**src/hw/rtl/pwkf_pkg.sv**
```systemverilog
// Package for the pulse-width key frame decoder.
// Holds the register map, reset values, shared types and the window compare.
// No dependencies.
package pwkf_pkg;

	localparam int unsigned IntervalW = 16;
	localparam int unsigned KeyW = 4;
	localparam int unsigned DataBits = 8;
	localparam int unsigned BitIdxW = 4;
	localparam int unsigned CfgIdxW = 2;

	localparam logic [IntervalW-1:0] StartMinRst = 16'd4000;
	localparam logic [IntervalW-1:0] StartMaxRst = 16'd6000;
	localparam logic [IntervalW-1:0] OneMinRst = 16'd1500;
	localparam logic [IntervalW-1:0] OneMaxRst = 16'd2500;

	typedef enum logic [CfgIdxW-1:0] {
		REG_START_MIN = 2'd0,
		REG_START_MAX = 2'd1,
		REG_ONE_MIN   = 2'd2,
		REG_ONE_MAX   = 2'd3
	} cfg_reg_t;

	typedef struct packed {
		logic [IntervalW-1:0] start_min;
		logic [IntervalW-1:0] start_max;
		logic [IntervalW-1:0] one_min;
		logic [IntervalW-1:0] one_max;
	} cfg_t;

	typedef struct packed {
		logic            frame_error;
		logic [KeyW-1:0] keys_held;
		logic [KeyW-1:0] keys_pressed;
	} result_t;

	function automatic logic strictly_inside(
		input logic [IntervalW-1:0] v,
		input logic [IntervalW-1:0] lo,
		input logic [IntervalW-1:0] hi
	);
		return (v > lo) && (v < hi);
	endfunction

endpackage

```
**src/hw/rtl/pwkf_cfg.sv**
```systemverilog
// Configuration register bank for the pulse-width key frame decoder.
// Depends on pwkf_pkg for the register map and reset values.
module pwkf_cfg (
	input  logic                             clk,
	input  logic                             arst_n,
	input  logic                             cfg_we,
	input  logic [pwkf_pkg::CfgIdxW-1:0]     cfg_index,
	input  logic [pwkf_pkg::IntervalW-1:0]   cfg_wdata,
	output pwkf_pkg::cfg_t                   cfg
);
	import pwkf_pkg::*;

	cfg_t cfg_q;

	always_ff @(posedge clk or negedge arst_n) begin
		if (!arst_n) begin
			cfg_q.start_min <= StartMinRst;
			cfg_q.start_max <= StartMaxRst;
			cfg_q.one_min <= OneMinRst;
			cfg_q.one_max <= OneMaxRst;
		end else if (cfg_we) begin
			unique case (cfg_reg_t'(cfg_index))
				REG_START_MIN: cfg_q.start_min <= cfg_wdata;
				REG_START_MAX: cfg_q.start_max <= cfg_wdata;
				REG_ONE_MIN:   cfg_q.one_min <= cfg_wdata;
				REG_ONE_MAX:   cfg_q.one_max <= cfg_wdata;
				default:       cfg_q <= cfg_q;
			endcase
		end
	end

	assign cfg = cfg_q;

endmodule

```
**src/hw/rtl/pwkf_core.sv**
```systemverilog
// Input register, frame state and bit decode for the key frame decoder.
// Depends on pwkf_pkg for types and the window compare.
module pwkf_core (
	input  logic                           clk,
	input  logic                           arst_n,
	input  pwkf_pkg::cfg_t                 cfg,
	input  logic                           in_valid,
	output logic                           in_ready,
	input  logic [pwkf_pkg::IntervalW-1:0] edge_interval,
	input  logic                           out_free,
	output logic                           res_load,
	output pwkf_pkg::result_t              res
);
	import pwkf_pkg::*;

	logic                 valid_s1;
	logic [IntervalW-1:0] interval_s1;

	logic                 armed_q;
	logic [BitIdxW-1:0]   bit_idx_q;
	logic [DataBits-1:0]  shift_q;
	logic [KeyW-1:0]      held_q;
	logic [KeyW-1:0]      pressed_q;

	logic                 emit_s1;
	logic                 adv;
	logic                 hit_start;
	logic                 hit_one;
	logic [KeyW-1:0]      lo;
	logic [KeyW-1:0]      hi;
	logic                 err;

	assign hit_start = strictly_inside(interval_s1, cfg.start_min, cfg.start_max);
	assign hit_one = strictly_inside(interval_s1, cfg.one_min, cfg.one_max);

	assign emit_s1 = valid_s1 && armed_q && bit_idx_q[BitIdxW-1];
	assign adv = valid_s1 && (!emit_s1 || out_free);
	assign in_ready = !valid_s1 || adv;

	assign lo = shift_q[KeyW-1:0];
	assign hi = shift_q[DataBits-1:KeyW];
	assign err = (hi != ~lo);

	assign res_load = adv && emit_s1;
	assign res.frame_error = err;
	assign res.keys_held = err ? held_q : lo;
	assign res.keys_pressed = err ? pressed_q : (lo & ~held_q);

	always_ff @(posedge clk or negedge arst_n) begin
		if (!arst_n) begin
			valid_s1 <= 1'b0;
		end else if (in_ready) begin
			valid_s1 <= in_valid;
		end
	end

	always_ff @(posedge clk) begin
		if (in_valid && in_ready) begin
			interval_s1 <= edge_interval;
		end
	end

	always_ff @(posedge clk or negedge arst_n) begin
		if (!arst_n) begin
			armed_q <= 1'b0;
			bit_idx_q <= '0;
			shift_q <= '0;
			held_q <= '0;
			pressed_q <= '0;
		end else if (adv) begin
			if (!armed_q) begin
				armed_q <= hit_start;
			end else if (!bit_idx_q[BitIdxW-1]) begin
				shift_q[bit_idx_q[BitIdxW-2:0]] <= hit_one;
				bit_idx_q <= bit_idx_q + 1'b1;
			end else begin
				armed_q <= 1'b0;
				bit_idx_q <= '0;
				held_q <= res.keys_held;
				pressed_q <= res.keys_pressed;
			end
		end
	end

endmodule

```
**src/hw/rtl/pwkf_out.sv**
```systemverilog
// Result register on the output channel of the key frame decoder.
// Depends on pwkf_pkg for the result type.
module pwkf_out (
	input  logic                      clk,
	input  logic                      arst_n,
	input  logic                      res_load,
	input  pwkf_pkg::result_t         res,
	output logic                      out_free,
	output logic                      out_valid,
	input  logic                      out_ready,
	output logic                      frame_error,
	output logic [pwkf_pkg::KeyW-1:0] keys_held,
	output logic [pwkf_pkg::KeyW-1:0] keys_pressed
);
	import pwkf_pkg::*;

	logic    valid_q;
	result_t res_q;

	assign out_free = !valid_q || out_ready;

	always_ff @(posedge clk or negedge arst_n) begin
		if (!arst_n) begin
			valid_q <= 1'b0;
		end else if (res_load) begin
			valid_q <= 1'b1;
		end else if (out_ready) begin
			valid_q <= 1'b0;
		end
	end

	always_ff @(posedge clk) begin
		if (res_load) begin
			res_q <= res;
		end
	end

	assign out_valid = valid_q;
	assign frame_error = res_q.frame_error;
	assign keys_held = res_q.keys_held;
	assign keys_pressed = res_q.keys_pressed;

endmodule

```
**src/hw/rtl/pulse_width_key_frame_decoder.sv**
```systemverilog
// Top level of the pulse-width key frame decoder.
// Instantiates pwkf_cfg, pwkf_core and pwkf_out; depends on pwkf_pkg.
//
// Each input item is one measured interval between rising edges of the key
// line. While idle, an interval strictly inside the start window arms a frame.
// The next eight intervals are data bits, LSB first, a 1 when strictly inside
// the one window. The ninth interval closes the frame and yields one result
// item with the complement check flag and the held and pressed key masks.
// Intervals that do not close a frame yield no result.
// With a free result register, a closing item is accepted into the input
// register and its result item is then loaded into the result register,
// where it is presented as valid. One item is accepted per cycle while no
// closing item waits in the input register for the result register to free.
// When the receiver stalls, the result register holds its item; items that
// yield no result keep flowing, and a closing item waits in the input register
// until the result register frees, and input stops while it waits.
// Reset clears the frame state and key masks, empties both registers and loads
// the window registers with their default values. The user must write window
// registers only while no item is in flight; the block does not enforce this.
module pulse_width_key_frame_decoder (
	input  logic                           clk,
	input  logic                           arst_n,
	input  logic                           cfg_we,
	input  logic [pwkf_pkg::CfgIdxW-1:0]   cfg_index,
	input  logic [pwkf_pkg::IntervalW-1:0] cfg_wdata,
	input  logic                           in_valid,
	output logic                           in_ready,
	input  logic [pwkf_pkg::IntervalW-1:0] edge_interval,
	output logic                           out_valid,
	input  logic                           out_ready,
	output logic                           frame_error,
	output logic [pwkf_pkg::KeyW-1:0]      keys_held,
	output logic [pwkf_pkg::KeyW-1:0]      keys_pressed
);
	import pwkf_pkg::*;

	cfg_t    cfg;
	result_t res;
	logic    res_load;
	logic    out_free;

	pwkf_cfg u_cfg (
		.clk       (clk),
		.arst_n    (arst_n),
		.cfg_we    (cfg_we),
		.cfg_index (cfg_index),
		.cfg_wdata (cfg_wdata),
		.cfg       (cfg)
	);

	pwkf_core u_core (
		.clk           (clk),
		.arst_n        (arst_n),
		.cfg           (cfg),
		.in_valid      (in_valid),
		.in_ready      (in_ready),
		.edge_interval (edge_interval),
		.out_free      (out_free),
		.res_load      (res_load),
		.res           (res)
	);

	pwkf_out u_out (
		.clk          (clk),
		.arst_n       (arst_n),
		.res_load     (res_load),
		.res          (res),
		.out_free     (out_free),
		.out_valid    (out_valid),
		.out_ready    (out_ready),
		.frame_error  (frame_error),
		.keys_held    (keys_held),
		.keys_pressed (keys_pressed)
	);

endmodule

```
**config.mk**
```make
export PLATFORM = sky130hd
export DESIGN_NAME = pulse_width_key_frame_decoder
export DESIGN_NICKNAME = d
export VERILOG_FILES = /design/src/hw/rtl/pwkf_pkg.sv /design/src/hw/rtl/pwkf_cfg.sv /design/src/hw/rtl/pwkf_core.sv /design/src/hw/rtl/pwkf_out.sv /design/src/hw/rtl/pulse_width_key_frame_decoder.sv
export SDC_FILE = /design/constraint.sdc
export NUM_CORES = 1
export LEC_CHECK = 0
export ABC_AREA = 1
export BUFFER_PORTS_ARGS = -buffer_cell sky130_fd_sc_hd__buf_2
export CORE_MARGIN = 5
export CORE_UTILIZATION = 40
export DETAILED_ROUTE_END_ITERATION = 10
export GPL_TIMING_DRIVEN = 0
export PLACE_DENSITY = 0.64
export SLEW_MARGIN = 20
export SYNTH_ARGS = -nofsm -noshare
export SYNTH_HDL_FRONTEND = slang
export SYNTH_SLANG_ARGS = --single-unit
export TNS_END_PERCENT = 50
```
**constraint.sdc**
```tcl
create_clock -name clk -period 2.1 [get_ports clk]
set_input_delay 0.42 -clock clk [delete_from_list [all_inputs] [get_ports clk]]
set_output_delay 0.42 -clock clk [all_outputs]
set_load 0.03 [all_outputs]
```
# After elaboration in Yosys (flattened, before gate mapping)

Cells that the tools add are included.
W data, S select, Z words.

Add/subtract/negate cells: 1
Order comparisons: 6
Equality and inequality tests: 4
Muxes and demuxes: 10
Bitwise logic cells: 4
Reduce and logical (&&, ||, !) cells: 23

Operator list:

| kind                  | count |
|---|---|
| $gt A16 B16 Y1        | 2 |
| $lt A16 B16 Y1        | 2 |
| $mux W4               | 3 |
| $reduce_and A2 Y1     | 5 |
| $bwmux W8             | 1 |
| $logic_and A1 B1 Y1   | 8 |
| $not A4 Y4            | 2 |
| $reduce_and A3 Y1     | 2 |
| $mux W1               | 5 |
| $add A4 B1 Y4 const B | 1 |
| $and A4 B4 Y4         | 1 |
| $eq A2 B2 Y1 const B  | 2 |
| $lt A3 B4 Y1 const B  | 1 |
| $ne A4 B4 Y1          | 1 |
| $demux W1 S3          | 1 |
| $ge A3 B1 Y1 const B  | 1 |
| $logic_not A1 Y1      | 3 |
| $logic_or A1 B1 Y1    | 3 |
| $eq A2 B1 Y1 const B  | 1 |
| $logic_not A2 Y1      | 1 |
| $reduce_bool A2 Y1    | 1 |
| $not A1 Y1            | 1 |

Register bits after elaboration: 112
Bits of input ports: 39
Output and inout port bits: 11
Word-level logic and storage cells: 63

# Longest topological paths before layout

Gate-level depths: netlist of the first run.

Depth after elaboration: 7
Gate-level depth with buffers: 13
Depth with buffers taken out: 13

# Hierarchy

From an unflattened synthesis of the first run, not the netlist that was laid out.

Cells, all modules: 727
Area, all modules: 6,214.7 um^2

By module, submodules not included:

| module    | instances | cells each | area an instance (um^2) | sequential area each (um^2) |
|---|---|---|---|---|
| pwkf_core | 1         | 428        | 3,256.9                 | 1,031.0 |
| pwkf_cfg  | 1         | 285        | 2,642.5                 | 1,632.8 |
| pwkf_out  | 1         | 14         | 315.3                   | 295.3 |

# Worst setup path after synthesis of the first run

OpenSTA, ideal clock, no wires.

Path type: register -> register
From: reg u_out.valid_q (netlist: u_out.out_valid)
To: reg u_core.interval_s1[0], enable pin
Arrival time: 1,376 ps
Setup slack: 336 ps
Cell stages (with the launch flop): 4
Clock period less this slack: 1,764 ps
Cell sequence: dfrtp_1 -> nand2_1 -> nor2_2 -> nor2_1

Longest elaborated chain between the ends: 6

RTL lines:

| element                | line            | source |
|---|---|---|
| from (decl)            | pwkf_out.sv:17  | `logic valid_q;` |
| from (signal assigned) | pwkf_out.sv:24  | `valid_q <= 1'b0;` |
| from (signal assigned) | pwkf_out.sv:26  | `valid_q <= 1'b1;` |
| from (signal assigned) | pwkf_out.sv:28  | `valid_q <= 1'b0;` |
| $logic_not A1 Y1       | pwkf_out.sv:20  | `assign out_free = !valid_q \|\| out_ready;` |
| $logic_or A1 B1 Y1     | pwkf_out.sv:20  |  |
| $logic_or A1 B1 Y1     | pwkf_core.sv:37 | `assign adv = valid_s1 && (!emit_s1 \|\| out_free);` |
| $logic_and A1 B1 Y1    | pwkf_core.sv:37 |  |
| $logic_or A1 B1 Y1     | pwkf_core.sv:38 | `assign in_ready = !valid_s1 \|\| adv;` |
| $logic_and A1 B1 Y1    | pwkf_core.sv:58 | `if (in_valid && in_ready) begin` |
| to (signal assigned)   | pwkf_core.sv:59 | `interval_s1 <= edge_interval;` |
| to (decl)              | pwkf_core.sv:17 | `logic [IntervalW-1:0] interval_s1;` |

No other way between the ends.
A chain may end at the register's enable or synchronous reset.

# Worst setup path in the final report of the first run

From: reg u_core.interval_s1[15]
To: reg u_core.shift_q[1]

Longest elaborated chain between the ends: 3

RTL lines:

| element                                          | line            | source |
|---|---|---|
| $gt A16 B16 Y1 or $lt A16 B16 Y1 (tied branches) | pwkf_pkg.sv:42  | `return (v > lo) && (v < hi);` |
| $logic_and A1 B1 Y1 *                            | pwkf_pkg.sv:42  |  |
| $bwmux W8 *                                      | pwkf_core.sv:74 | `shift_q[bit_idx_q[BitIdxW-2:0]] <= hit_one;` |
| to (signal, indexed assignment)                  | pwkf_core.sv:74 |  |
| to (decl)                                        | pwkf_core.sv:21 | `logic [DataBits-1:0] shift_q;` |

Every way passes the cells marked *; elsewhere a longest branch is shown, timed or not.

==> key figures, run 1 <==
Status
  • Status: completed

Power
  • Total Power: 6.15 mW
  • Comb pwr share: between 20% and 30%
  • Clock network fraction of total power: 29.7%
  • Worst vdd ir: between 0.0005 and 0.0006 V
  • Internal: 4.29 mW
  • Sw Ratio: a little under a third
  • Pwr Density: ~910 mW/mm^2
  • Static leakage: 3.35 nW
  • Switching power: approximately 1.9 mW
  • Sequential power share: 47.3%

Route
  • Drt drc: 0
  • Final wirelength: 12700 um
  • Iter 0 DRT Violations: between 200 and 250
  • Antenna viol nets, final: 0
  • Iteration count of the initial detailed-routing pass: 4
  • Vias per std cell: around 4.8
  • DR WL/cell: 13.8 um
  • Vias: roughly 4400

Die
  • Rows: 44
  • Die H: ~130 um
  • Width of the die: between 100 and 150 um
  • DIE AREA: 0.0172 mm^2
  • Core area: 0.0145 mm^2
  • Initial Utilization: slightly above 40%
  • I/O pin cnt: 50

Synth
  • Mapped Avg Cell Area: slightly below 9 um^2
  • Seq cells post-synth: 112
  • Sequential-to-total area share from yosys stat: 50.3%
  • Cells after Synth: between 600 and 700
  • Distinct cell type count after synthesis: 25
  • Synthesized area: between 0.005 and 0.006 mm^2
  • Syn_nets: between 700 and 800
  • Syn. warnings: 0

GRT
  • Gr usage total: between 10% and 20%
  • First-pass GRT wire length: 21500 um
  • Initial antenna violation count: 0
  • Number of global-route vias before repair: ~4400
  • Largest net degree at the start of global routing: 72
  • Grt ovf: 0

Placement
  • Count of port buffers added during placement: between 40 and 50
  • Post-DP HPWL: roughly 9500 um
  • Routability congestion estimate: about 0.81

STA
  • Slew Viols, Final: 0
  • Worst slew pin tran: 621 ps
  • Final Hold Fails: 0
  • Clock Skew: around 12 ps
  • Fmax: roughly 500 MHz
  • Final Cycle Share: around 96%
  • Hold_ws: 226 ps
  • Setup violators final: 0
  • Slew Limit Headroom: approximately 60%
  • Unrepaired setup endpoints after global routing: no
  • Period minus WS final: just over 2000 ps

Cells and area
  • Area Growth Syn to Fin: 14.7%
  • Antenna diodes: 0
  • Fillers: around 1400
  • Proportion of layout cells with a drive suffix above 1: around 14%
  • Nets: 834

Clocking
  • CTS tree: built
  • Clock root cell: clkbuf_16
  • Clock Latency Late Sink: ~360 ps
  • CTS buffer count: 9
  • H-tree lvl count: 3
  • TritonCTS Sinks: 112
  • Maximum clock path buffer count: 2
  • Clock-pin slew on the worst setup and hold paths: 80 ps
  • Post CTS Setup Buffer Count: 0

Setup path
  • WP data arrival: about 2300 ps
  • R2r worst-path depth: 6
  • Startpoint Class: flop
  • CP Max Fanout: 8
  • Critical path type: reg -> reg
  • WP data required: approximately 2300 ps
  • Kind of end point of the critical path: flop

Hold path
  • Hold Path Depth: 1
  • HP Class: in -> reg

Flow run
  • Max-cap violations: 0
## sequential cells by signal, summed over array words and instances (netlist names), 4 cells and up
signal,flops
u_cfg.cfg,64
u_core.bit_idx_q,4
u_core.held_q,4
u_core.interval_s1,16
u_core.pressed_q,4
u_core.shift_q,8
u_out.keys_held,4
u_out.keys_pressed,4
## layer usage
layer / vias to the layer above / track usage [%] / wire, um
met1: 2018 / 20.1 / 5810
met3: 7 / 3.82 / 599
met4: 0 / 3.46 / 122
li1: 2279 / - / -
met2: 75 / 25.9 / 6150
met5: - / 0 / 0
## synth_stat cells
library cell	count	area, um^2
nand2_1	175	657
inv_1	112	420
o21ai_0	78	390
ha_1	63	788
dfrtp_1	62	1550
nor2_1	32	120
a21oi_1	29	145
dfstp_2	25	657
edfxtp_1	25	751
clkbuf_1	11	41.3
nand4_1	11	68.8
o21ai_1	9	45.0
nand3_1	8	40.0
nor3_1	5	25.0
o21ai_2	4	35.0
xnor2_1	4	35.0
inv_2	3	11.3
o21a_1	3	22.5
and2_1	2	12.5
buf_6	2	22.5
nor2_2	2	12.5
buf_1	1	3.75
nor3_2	1	10.0
nor4_1	1	6.26
o21bai_1	1	7.51
## per-stage QoR
step,instance area [um^2],instances,utilization (%),worst slack [ps],setup TNS (ps)
floorplan,5880,669,-,336,0
global placement,6350,902,43.9,-371,-21040
detailed placement,6410,904,44.2,98.0,0
CTS,6740,921,46.5,76.2,0
global route,6740,921,46.6,15.1,0
finish,6740,921,46.6,87.4,0
## power by group through the flow
stage | combinational (mW) | clock, mW | sequential, mW
after global routing | 1.70 | 1.96 | 2.97
final | 1.42 | 1.83 | 2.91
after detailed placement | 1.42 | 0 | 2.95
after floorplan | 1.04 | 0 | 2.91
after CTS | 1.43 | 1.88 | 2.91
after global placement | 1.38 | 0 | 2.95
## worst paths after layout
| kind | from | end | slack, ps |
|---|---|---|---|
| setup / recovery | u_core.interval_s1[15]$_DFFE_PP_ | u_core.shift_q[1]$_DFFE_PN0P_ | 90 |
| hold / removal | edge_interval[13] | u_core.interval_s1[13]$_DFFE_PP_ | 230 |
| setup reg to reg | u_core.interval_s1[15]$_DFFE_PP_ | u_core.shift_q[1]$_DFFE_PN0P_ | 90 |
| hold reg to reg | u_cfg.cfg[35]$_DFFE_PN0P_ | u_cfg.cfg[35]$_DFFE_PN0P_ | 490 |
| max in group asynchronous | arst_n | u_cfg.cfg[56]$_DFFE_PN1P_ | 1000 |
| min in group asynchronous | arst_n | u_core.pressed_q[0]$_DFFE_PN0P_ | 470 |
## worst max-delay path, cell delays in order, from the launching register on
cell and delay [ps]:
edfxtp_1 470, ha_1 330, nand2_1 90, nor4_1 450
nand2_1 320, nand4_1 180, nand2_1 50
## final cells by class
| type | count | area, um^2 | area share [%] |
|---|---|---|---|
| tap | 184 | 230 | 3.41 |
| clock buffer | 14 | 285 | 4.23 |
| clock inverter | 2 | 35.0 | 0.519 |
| buffer | 14 | 67.6 | 1.00 |
| timing repair buffer | 52 | 304 | 4.51 |
| sequential | 112 | 2960 | 43.9 |
| multi-input combinational | 428 | 2430 | 36.0 |
| inverter | 115 | 432 | 6.40 |
## timing repair
item / 4_1_cts / 5_1_grt
resized for setup: 0 / 2
endpoints found under the setup margin: 0 / 8
hold buffers: 1 / 0
endpoints found under the hold margin: 16 / 0
## cells in the final DEF, fill, tap and decap left out, types with 2 or more instances in the layout
cell type  synthesis  layout
clkbuf_8           0       2
o21ai_0           78      78
buf_6              2       3
o21ai_1            9       9
buf_2              0      48
clkbuf_16          0      10
nor2_1            32      30
inv_1            112     112
o21a_1             3       3
nand2_1          175     175
nand3_1            8       8
and2_1             2       2
nor3_1             5       5
dfstp_2           25      25
xnor2_1            4       4
o21ai_2            4       4
clkbuf_1          11      13
inv_2              3       3
dfrtp_1           62      62
nand4_1           11      11
ha_1              63      63
edfxtp_1          25      25
nor2_2             2       3
a21oi_1           29      29
## logic make-up (layout without fill, tap and decap cells)
group	Yosys count	in the layout	share of synthesized area [%]
buffers and inverters	129	197	8.49
AO/OA/AOI/OAI	124	124	11.0
AND/OR/NAND/NOR	237	237	16.2
adder cells (fa/ha/maj)	63	63	13.4
flip-flops	112	112	50.3
XOR/XNOR	4	4	0.596
No activity file was read; power rests on OpenSTA's default activity.
==> inputs of run 2 (changes only) <==
--- a/config.mk
+++ b/config.mk
@@ -12,8 +12,8 @@
 export DETAILED_ROUTE_END_ITERATION = 10
 export GPL_TIMING_DRIVEN = 0
 export PLACE_DENSITY = 0.64
-export SLEW_MARGIN = 20
 export SYNTH_ARGS = -nofsm -noshare
 export SYNTH_HDL_FRONTEND = slang
+export SYNTH_HIERARCHICAL = 1
 export SYNTH_SLANG_ARGS = --single-unit
 export TNS_END_PERCENT = 50
==> key figures, run 2 <==
Synth
  • Top-count cell post-synth: nand2_1
  • Distinct cell type count after synthesis: 31
  • Synth top area share: 25.0%
  • Mapped Avg Cell Area: 8.55 um^2
  • Syn. warnings: 6
  • Syn_nets: approximately 830
  • Synthesized area: just over 0.006 mm^2
  • Ys async rst share: 77.7%
  • Synth area leaders: dfrtp_1, nand2_1, ha_1
  • EDFF count, synth: 25
  • Seq cells post-synth: about 110
  • Sequential-to-total area share from yosys stat: about 48%
  • Post-synth top cells: nand2_1, inv_1, ha_1
  • Cell taking the most area after synthesis: dfrtp_1
  • Cells after Synth: a little over 700
  • Ys flop type: dfrtp_1

Clocking
  • Clock root cell: clkbuf_16
  • H-tree lvl count: 3
  • CTS buffer count: 9
  • Cts hold-fix bufs: 0
  • TritonCTS Sinks: 112
  • Maximum clock path buffer count: 2
  • Post-cts sizing count: 0
  • CTS tree: built
  • Clock Latency Late Sink: 360 ps
  • Post CTS Setup Buffer Count: 0
  • Clock-pin slew on the worst setup and hold paths: 80 ps

STA
  • Final WS setup: 222 ps
  • Setup violators final: 0
  • Clock Skew: around 8.6 ps
  • Fmax: between 500 and 600 MHz
  • Final Cycle Share: around nine tenths
  • Slew Viols, Final: 0
  • Slew Limit Headroom: approximately 57%
  • Period minus WS final: about 1900 ps
  • Worst slew pin tran: 638 ps
  • Unrepaired setup endpoints after global routing: no
  • Setup TNS: 0 ps
  • Final Hold Fails: 0

Setup path
  • WP data required: approximately 2400 ps
  • RR Startpoint: u_core/interval_s1[15]$_DFFE_PP_
  • R2r worst-path depth: 6
  • Kind of end point of the critical path: flop
  • Setup crit start: u_core/interval_s1[15]$_DFFE_PP_
  • CP Max Fanout: 8
  • Startpoint Class: flop
  • WP data arrival: ~2100 ps
  • Critical path type: reg -> reg

GRT
  • Grt ovf: 0
  • Initial antenna violation count: 0
  • Largest net degree at the start of global routing: just over 50
  • First-pass GRT wire length: 23800 um
  • Number of global-route vias before repair: roughly 4600
  • Gr usage total: about 17%

Placement
  • Placed cell area: 0.00673 mm^2
  • Cells after DPL: just under 1000
  • Dpl ws: 141 ps
  • Routability congestion estimate: around 0.85
  • Count of port buffers added during placement: between 40 and 50
  • Post-DP HPWL: about 11000 um

Cells and area
  • Cell area after layout: between 0.007 and 0.008 mm^2
  • Commonest non-fill, non-tap cells in the layout: nand2_1, inv_1, ha_1, dfrtp_1, nand4_1
  • Final core area utilization: between 40% and 50%
  • Antenna diodes: 0
  • Area Growth Syn to Fin: 13.2%
  • Proportion of layout cells with a drive suffix above 1: between 15 and 20%
  • Nets: 889
  • Commonest non-fill, non-tap cell in the layout: nand2_1
  • Final std cells w/o fill: 980
  • Max reg flops: between 60 and 70

Power
  • Sequential power share: 47.7%
  • Comb pwr share: between 20 and 25%
  • Pwr Density: approximately 870 mW/mm^2
  • Clock network fraction of total power: 28.0%
  • Switching power: around 2.0 mW
  • Sw Ratio: between 30% and 40%
  • Static leakage: roughly 3.5 nW
  • Worst vdd ir: a little under 0.0005 V
  • Internal: between 4 and 5 mW

Die
  • Initial Utilization: about two fifths
  • Core area: ~0.015 mm^2
  • DIE AREA: 0.0181 mm^2
  • Width of the die: 135 um
  • Rows: 45
  • I/O pin cnt: 50
  • Die H: between 100 and 150 um

Status
  • Status: completed

Route
  • Vias: around 5000
  • Iter 0 DRT Violations: between 400 and 500
  • Antenna viol nets, final: 0
  • Final wirelength: roughly 15000 um
  • Vias per std cell: between 5 and 6
  • DR WL/cell: between 10 and 15 um
  • Drt drc: 0
  • Iteration count of the initial detailed-routing pass: 5

Flow run
  • Max-cap violations: 0

Hold path
  • HP Class: in -> async
run 2: cell types whose count changed in the layout (fill, tap and decap cells not counted), moves of 4 or more:
| cell | delta |
|---|---|
| inv_1 | -20 |
| o21ai_1 | -6 |
| nand2_2 | +5 |
| buf_2 | +10 |
| nand2_1 | +59 |
| nand3_1 | +15 |
| inv_6 | +4 |
| clkbuf_1 | -6 |
| nand4_1 | +48 |
| o21ai_0 | -57 |
| buf_4 | +5 |
run 2: cell type report:
type	count	area, um^2
fill	1509	8170
sequential	112	2960
multi-input combinational	494	2770
inverter	95	357
timing repair buffer	49	280
tap	188	235
clock buffer	9	225
buffer	26	135
clock inverter	7	70.1
run 2: through the flow:
stage | power [mW] | hold WS (ps)
floorplan | 3.99 | 124
global placement | 4.38 | 451
detailed placement | 4.44 | 445
CTS | 6.18 | 59.6
global route | 6.58 | 78.0
finish | 6.11 | 49.6
run 2: worst paths after layout:
| kind | endpoint | slack (ps) |
|---|---|---|
| worst max-delay path | u_core/shift_q[0]$_DFFE_PN0P_ | 220 |
| min in group clk | u_core/interval_s1[9]$_DFFE_PP_ | 230 |
| max in group asynchronous | u_cfg/cfg[42]$_DFFE_PN1P_ | 1370 |
| worst max register to register | u_core/shift_q[0]$_DFFE_PN0P_ | 220 |
| worst min register to register | u_cfg/cfg[38]$_DFFE_PN1P_ | 460 |
| worst min-delay path | u_cfg/cfg[50]$_DFFE_PN0P_ | 50 |
run 2: cell families after synthesis:
| family | share of synthesized area (%) |
|---|---|
| simple gates | 25.6 |
| buf+inv | 7.91 |
| flops | 47.6 |
| fa+ha+maj | 12.7 |
| compound gates | 5.48 |
| xor+xnor | 0.705 |
run 2: per-layer routing:
layer  vias up  GRT usage (%)  wire [um]  part of all wire (%)
li1       2513              -          -                     -
met1      2257           24.1       7050                    48
met2       121           25.3       6510                    44
met3        24           3.80        859                   5.9
met4         0           5.20        264                   1.8
met5         -              0          0                     0
run 2: critical path, stage by stage (launching register included):
cell and delay [ps]:
edfxtp_1 520, ha_1 350, nand2_1 90, nor4_1 420
nand2_2 210, nand4_1 130, nand2_1 60
run 2: power groups by stage:
stage               combinational [mW]  clock (mW)  sequential, mW
floorplan                         1.10           0            2.89
global placement                  1.43           0            2.95
detailed placement                1.48           0            2.96
CTS                               1.49        1.77            2.92
global route                      1.74        1.87            2.97
finish                            1.48        1.71            2.91
